$ cat src/rtl/core/adcfir_pkg.sv
`default_nettype none

package adcfir_pkg;

   localparam int RAW_W      = 12;
   localparam int MV_W       = 11;
   localparam int COEF_W     = 16;
   localparam int IDX_W      = 8;
   localparam int TAIL_W     = 3;
   localparam int CSR_IDX_W  = 8;
   localparam int NUM_REGS   = 4;
   localparam int MV_FULL    = 1200;
   localparam int RAW_FULL   = 4095;
   // raw * 1200 fits in 23 bits
   localparam int SCALED_W   = 23;
   localparam int REM_W      = RAW_W + 1;

   localparam int BLOCK_LEN_DEFAULT = 128;
   localparam int TAP_COUNT_DEFAULT = 4;

   localparam logic [CSR_IDX_W-1:0] REG_TAP_ZERO  = CSR_IDX_W'(0);
   localparam logic [CSR_IDX_W-1:0] REG_TAP_ONE   = CSR_IDX_W'(1);
   localparam logic [CSR_IDX_W-1:0] REG_TAP_TWO   = CSR_IDX_W'(2);
   localparam logic [CSR_IDX_W-1:0] REG_TAP_THREE = CSR_IDX_W'(3);

   typedef logic [MV_W-1:0]   mv_type;
   typedef logic [COEF_W-1:0] coef_type;
   typedef logic [IDX_W-1:0]  idx_type;
   typedef logic [TAIL_W-1:0] tail_type;

endpackage

`default_nettype wire

$ cat src/rtl/core/adc_block_fir_convolver_unit.sv
// Channel  Dir  Handshake              Payload
// req      in   req_tvalid/req_tready  req_tdata[11:0] raw_sample
// rsp      out  rsp_tvalid/rsp_tready  rsp_tdata value/index, rsp_tlast end_of_run
// csr      in   csr_valid/csr_ready    csr_index, csr_data (tap write)
//
// Takes one sample per cycle unless stalled; it passes stages 1, 2, 3 and the output register.
// The last sample of a block holds the emit stage for TAP_COUNT results, one per emit.
// Reset is synchronous: clears history, block position, stage valids, taps to 1..4.
// Stalls on rsp ripple back through the stage ready chain; csr is always ready.
`default_nettype none

module adc_block_fir_convolver_unit
   import adcfir_pkg::*;
#(
   parameter int BLOCK_LEN = BLOCK_LEN_DEFAULT,
   parameter int TAP_COUNT = TAP_COUNT_DEFAULT
) (
   input  wire logic                 clock,
   input  wire logic                 reset,
   input  wire logic                 req_tvalid,
   output logic                      req_tready,
   input  wire logic [15:0]          req_tdata,   // [11:0] raw_sample, [15:12] zero
   output logic                      rsp_tvalid,
   input  wire logic                 rsp_tready,
   output logic [23:0]               rsp_tdata,   // [15:0] filtered_value, [23:16] output_index
   output logic                      rsp_tlast,   // end_of_run
   input  wire logic                 csr_valid,
   output logic                      csr_ready,
   input  wire logic [CSR_IDX_W-1:0] csr_index,
   input  wire logic [COEF_W-1:0]    csr_data
);

   localparam int POS_W      = $clog2(BLOCK_LEN);
   localparam int HIST_DEPTH = (TAP_COUNT > 1) ? TAP_COUNT - 1 : 1;

   // configuration
   coef_type taps_ff [NUM_REGS];

   // stage 1: raw sample
   logic              r_valid_ff;
   logic [RAW_W-1:0]  raw_ff;

   // block state
   mv_type            hist_ff [HIST_DEPTH];
   logic [POS_W-1:0]  pos_ff;

   // stage 2: window, emits one result per cycle while stage 3 can load
   logic              w_valid_ff;
   mv_type            w_ff [TAP_COUNT];
   idx_type           w_idx_ff;
   tail_type          w_tails_ff;

   // stage 3: products
   logic              p_valid_ff;
   coef_type          p_ff [TAP_COUNT];
   idx_type           p_idx_ff;
   logic              p_last_ff;

   // output register
   logic              rsp_valid_ff;
   coef_type          rsp_value_ff;
   idx_type           rsp_idx_ff;
   logic              rsp_last_ff;

   logic                 out_load, p_load, w_fire, w_done, w_load, r_fire, r_load;
   logic [SCALED_W-1:0]  scaled;
   mv_type               q_lo;
   logic [REM_W-1:0]     rem;
   mv_type               mv;
   mv_type               new_win [TAP_COUNT];
   logic                 blk_last;
   coef_type             tap_val [TAP_COUNT];
   coef_type             prod_in [TAP_COUNT];
   coef_type             sum;

   // ready chain
   assign out_load   = !rsp_valid_ff || rsp_tready;
   assign p_load     = !p_valid_ff || out_load;
   assign w_fire     = w_valid_ff && p_load;
   assign w_done     = w_fire && (w_tails_ff == '0);
   assign w_load     = !w_valid_ff || w_done;
   assign r_fire     = r_valid_ff && w_load;
   assign r_load     = !r_valid_ff || w_load;
   assign req_tready = r_load;
   assign csr_ready  = 1'b1;

   // floor(raw*1200/4095): estimate by /4096, then one correction step
   always_comb begin
      scaled = SCALED_W'(raw_ff) * SCALED_W'(MV_FULL);
      q_lo   = scaled[SCALED_W-1:RAW_W];
      rem    = REM_W'(scaled[RAW_W-1:0]) + REM_W'(q_lo);
      mv     = q_lo + MV_W'(rem >= REM_W'(RAW_FULL));
   end

   always_comb begin
      new_win[0] = mv;
      for (int i = 1; i < TAP_COUNT; i++) begin
         new_win[i] = hist_ff[i-1];
      end
   end

   assign blk_last = (pos_ff == POS_W'(BLOCK_LEN - 1));

   // taps past the fourth read as zero
   always_comb begin
      for (int j = 0; j < TAP_COUNT; j++) begin
         tap_val[j] = (j < NUM_REGS) ? taps_ff[j % NUM_REGS] : '0;
         prod_in[j] = COEF_W'(tap_val[j] * COEF_W'(w_ff[j]));
      end
   end

   always_comb begin
      sum = '0;
      for (int j = 0; j < TAP_COUNT; j++) begin
         sum = sum + p_ff[j];
      end
   end

   always_ff @(posedge clock) begin
      if (reset) begin
         taps_ff[0] <= COEF_W'(1);
         taps_ff[1] <= COEF_W'(2);
         taps_ff[2] <= COEF_W'(3);
         taps_ff[3] <= COEF_W'(4);
      end else if (csr_valid) begin
         case (csr_index)
            REG_TAP_ZERO:  taps_ff[0] <= csr_data;
            REG_TAP_ONE:   taps_ff[1] <= csr_data;
            REG_TAP_TWO:   taps_ff[2] <= csr_data;
            REG_TAP_THREE: taps_ff[3] <= csr_data;
            default: ;
         endcase
      end
   end

   // stage 1
   always_ff @(posedge clock) begin
      if (reset) begin
         r_valid_ff <= 1'b0;
      end else if (r_load) begin
         r_valid_ff <= req_tvalid;
      end
      if (r_load && req_tvalid) begin
         raw_ff <= req_tdata[RAW_W-1:0];
      end
   end

   // block state follows each sample as it enters stage 2
   always_ff @(posedge clock) begin
      if (reset) begin
         pos_ff <= '0;
         for (int i = 0; i < HIST_DEPTH; i++) begin
            hist_ff[i] <= '0;
         end
      end else if (r_fire) begin
         pos_ff <= blk_last ? '0 : pos_ff + POS_W'(1);
         for (int i = 0; i < HIST_DEPTH; i++) begin
            hist_ff[i] <= blk_last ? '0 : new_win[i % TAP_COUNT];
         end
      end
   end

   // stage 2: tails shift the window toward older taps, zero filling
   always_ff @(posedge clock) begin
      if (reset) begin
         w_valid_ff <= 1'b0;
      end else if (r_fire) begin
         w_valid_ff <= 1'b1;
      end else if (w_done) begin
         w_valid_ff <= 1'b0;
      end
      if (r_fire) begin
         w_ff       <= new_win;
         w_idx_ff   <= IDX_W'(pos_ff);
         w_tails_ff <= blk_last ? TAIL_W'(TAP_COUNT - 1) : '0;
      end else if (w_fire) begin
         w_ff[0] <= '0;
         for (int i = 1; i < TAP_COUNT; i++) begin
            w_ff[i] <= w_ff[i-1];
         end
         w_idx_ff   <= w_idx_ff + IDX_W'(1);
         w_tails_ff <= w_tails_ff - TAIL_W'(1);
      end
   end

   // stage 3
   always_ff @(posedge clock) begin
      if (reset) begin
         p_valid_ff <= 1'b0;
      end else if (p_load) begin
         p_valid_ff <= w_valid_ff;
      end
      if (w_fire) begin
         p_ff      <= prod_in;
         p_idx_ff  <= w_idx_ff;
         p_last_ff <= (w_tails_ff == '0);
      end
   end

   // output register
   always_ff @(posedge clock) begin
      if (reset) begin
         rsp_valid_ff <= 1'b0;
      end else if (out_load) begin
         rsp_valid_ff <= p_valid_ff;
      end
      if (out_load && p_valid_ff) begin
         rsp_value_ff <= sum;
         rsp_idx_ff   <= p_idx_ff;
         rsp_last_ff  <= p_last_ff;
      end
   end

   assign rsp_tvalid = rsp_valid_ff;
   assign rsp_tdata  = {rsp_idx_ff, rsp_value_ff};
   assign rsp_tlast  = rsp_last_ff;

endmodule

`default_nettype wire

$ cat config.mk
export PLATFORM = sky130hd
export DESIGN_NAME = adc_block_fir_convolver_unit
export DESIGN_NICKNAME = d
export VERILOG_FILES = /design/src/rtl/core/adcfir_pkg.sv /design/src/rtl/core/adc_block_fir_convolver_unit.sv
export SDC_FILE = /design/constraint.sdc
export NUM_CORES = 1
export LEC_CHECK = 0
export BUFFER_PORTS_ARGS = -buffer_cell sky130_fd_sc_hd__buf_2
export CORE_ASPECT_RATIO = 0.75
export CORE_MARGIN = 2
export CORE_UTILIZATION = 65
export DETAILED_ROUTE_END_ITERATION = 7
export PLACE_DENSITY = 0.83
export SETUP_SLACK_MARGIN = 0.5
export SYNTH_ARGS = -nofsm -noshare
export SYNTH_HDL_FRONTEND = slang
export SYNTH_SLANG_ARGS = --single-unit
export TNS_END_PERCENT = 100
$ cat constraint.sdc
create_clock -name clock -period 8.5 [get_ports clock]
set_clock_uncertainty 0.15 [all_clocks]
set_input_delay 0.85 -clock clock [delete_from_list [all_inputs] [get_ports clock]]
set_output_delay 0.85 -clock clock [all_outputs]
set_load 0.01 [all_outputs]
==> results.txt <==
Clock tree root driver cell = clkbuf_16
Crit path arrival time = 7.50 ns
Core area = 39700 um^2
Reported max-cap violation count = 0
Number of flops mapped to enable cells by yosys = 261
Adder and majority gate portion of the synthesized area = 36.2%
Unrepaired setup endpoints after global routing = no
Critical path required time = 8.67 ns
CP startpoint kind = flip-flop
Share of Yosys cell area claimed by the top area cell type = 29.7%
Die footprint = 42200 um^2
First drt pass iteration count = 5
Final wirelength = 58.8 mm
Async S/R FF share, synth = 0%
Fraction of layout instances using a drive strength above 1 = 5.62%
Remaining global-route overflow = 0
Tightest Pin Transition = 1.02 ns
Number of port buffers = 67
Number of H-tree branching levels = 1
Final estimated routing congestion in global placement = 0.911
Buffer depth of the longest clock path = 3
Maximum number of pins on one net before global-route repair = 75
Die H = 178 um
I/O pin total = 73
Count of vias placed by the detailed router = 17700
Number of gates resized after CTS = 0
Final number of max-transition violations = 0
Setup TNS Final = 0 ns
Min Tclk post-route = 7.33 ns
Proportion of synthesized area in mux cells = 0.157%
Synthesized-area fraction occupied by ao, oa, aoi and oai cells = 3.87%
Clock latency on the worst-skew pair = 0.58 ns
Detailed-route DRC error count = 0
Number of synthesized register bits = 273
Worst-path clk slew = 0.07 ns
Hold violation total from the final report = 0
Number of buffers added for setup after CTS = 0
Nets = 3155
Post-synthesis net count = 3130
Main combinational cell family by area after synthesis = adder cells
Worst rel slew slack = 31.7%
DRC violation total after the first TritonRoute iteration = 1551
Overall routing resource usage = 29.6%
Sequential element share of the synthesized area = 30.7%
Peak fanout along the critical path = 5
Post-synthesis area per instance = 10.4 um^2
Outcome = finished clean
Synthesis Warnings = 0
Dominant cell type by area after synthesis = edfxtp_1
Die width = 237 um
Simple-gate area share of the yosys netlist = 16.7%
Final setup fails = 0
Half-perimeter wire length of the detailed placement result = 45.6 mm
Critical register-to-register path startpoint = raw_ff[6]
Distinct cell type count after synthesis = 65
Ranking of synthesized cells by area = edfxtp_1 (30%), fa_1 (26%), ha_1 (9.8%)
Fin crit share = 86.2%
Commonest non-fill, non-tap cells in the layout = nand2_1 (420), inv_1 (392), fa_1 (345)
Path class of the lowest-slack min-delay path = flip-flop to flip-flop
CTS tree = yes
Most common library cell in the layout ignoring fill and taps = nand2_1
Hold path endpoint = rsp_idx_ff[4]
Hold Buf Count CTS = 0
Xor/xnor share of the synthesized area = 5.65%
Hold Path Origin = p_idx_ff[4]
Routed Antenna Nets = 0
Number of global-route vias before repair = 19000
Synthesized cell area = 26400 um^2
Worst reg2reg path endpoint = w_ff[40]
Flip-flop cell with the highest count after synthesis = edfxtp_1
Reg2reg setup slack = 1.17 ns
Highest achievable clock rate = 136 MHz
Syn-to-layout area delta = 6.58%
CP Capture Type = flip-flop
FP Rows = 63
Number of cell instances on the worst register-to-register path = 26
Worst Hold Path Cells = 0
Count of clock tree sinks = 273
Number of antenna violations at the first check in global routing = 3
Average wire per standard cell = 19.0 um
TritonCTS Buffers = 28
Critical path class = flip-flop to flip-flop
Effective utilization at floorplan = 66.3%
Global-route wire length before repair = 97.4 mm
Synth Instances = 2533
Via-per-instance ratio = 5.71
-- metrics by stage --
stage               hold WS, ns  cell area [um^2]  instances  util [%]  setup slack (ns)
floorplan                 0.250             26400       2533         -              2.16
global placement          0.254             27100       3048      68.3              1.52
detailed placement        0.260             27100       3048      68.3              1.32
CTS                       0.272             28100       3099      70.7              1.23
global route              0.276             28100       3099      70.7             0.842
finish                    0.273             28100       3100      70.7              1.17
-- layer usage --
layer	GRT usage [%]	vias up	part of all wire (%)
met2	48.2	768	46
met1	41.8	8803	42
li1	-	7992	-
met5	0	-	0
met3	4.81	128	9.2
met4	8.52	0	2.7
-- critical path: stages, from the launching register on --
cell and delay [ns]:
edfxtp_1 0.48, ha_1 0.34, ha_1 0.31, fa_1 0.54, inv_1 0.05, fa_1 0.50
inv_1 0.04, ha_1 0.35, a21oi_1 0.18, o21ai_0 0.24, or3_1 0.43, o22a_1 0.25
xnor2_1 0.33, inv_1 0.08, ha_1 0.34, a21oi_1 0.24, xnor2_1 0.19, nand4_1 0.19
a2111oi_4 0.43, nand4b_1 0.14, nand4_1 0.17, ha_1 0.19, and2_1 0.15, and3_1 0.24
and3_1 0.20, xor2_1 0.21, nor2_1 0.08
-- cells by family after synthesis --
group | count (synthesis)
buffers and inverters | 478
flip-flops | 273
multiplexers | 4
other | 1
XOR/XNOR | 164
AND/OR/NAND/NOR | 899
adder cells (fa/ha/maj) | 555
AO/OA/AOI/OAI | 159
-- worst max-delay path by stage --
stage / startpoint / end / slack (ns) / depth (start not counted)
2_1_floorplan: raw_ff[6] / w_ff[43] / 2.16 / 26
3_3_place_gp: raw_ff[6] / w_ff[43] / 1.52 / 26
3_5_place_dp: raw_ff[6] / hist_ff[0][10] / 1.32 / 26
4_1_cts: raw_ff[6] / hist_ff[0][10] / 1.23 / 26
5_1_grt: raw_ff[6] / hist_ff[0][10] / 0.84 / 26
6_report: raw_ff[6] / w_ff[40] / 1.17 / 26
-- registers in the layout (all words and copies together), names as in the netlist, 7 cells and up --
signal        count
p_ff             64
taps_ff          64
w_ff             44
hist_ff          33
rsp_value_ff     16
raw_ff           12
p_idx_ff          8
rsp_idx_ff        8
w_idx_ff          8
pos_ff            7
-- cells in the mapped netlist (all sizes together) (2+ instances only) --
| master | n |
|---|---|
| nand4 | 11 |
| o41ai | 2 |
| xnor2 | 117 |
| and2 | 303 |
| clkbuf | 82 |
| maj3 | 3 |
| inv | 392 |
| o21bai | 4 |
| nand4b | 3 |
| nor3 | 16 |
| dfxtp | 12 |
| and4 | 4 |
| buf | 4 |
| and3 | 6 |
| o21a | 4 |
| o21ai | 53 |
| nand3 | 9 |
| nor2 | 76 |
| a21boi | 17 |
| nand2b | 24 |
| a21oi | 46 |
| a211oi | 2 |
| ha | 207 |
| o31ai | 2 |
| fa | 345 |
| or3 | 5 |
| a21o | 13 |
| xor2 | 45 |
| nor2b | 15 |
| a31oi | 4 |
| o211ai | 3 |
| edfxtp | 261 |
| mux2i | 3 |
| a2111oi | 2 |
| nand2 | 420 |
| nor4 | 3 |
-- area by class of cell --
type | count | area (um^2)
Fill cell | 2776 | 11600
Clock inverter | 21 | 243
Antenna cell | 1 | 2.50
Multi-Input combinational cell | 1782 | 16500
Sequential cell | 273 | 8080
Clock buffer | 30 | 708
Inverter | 392 | 1470
Timing Repair Buffer | 81 | 440
Tap cell | 520 | 651
Power is not shown: default switching activity piles up to over one toggle a cycle in this logic, so the estimate is an artifact.
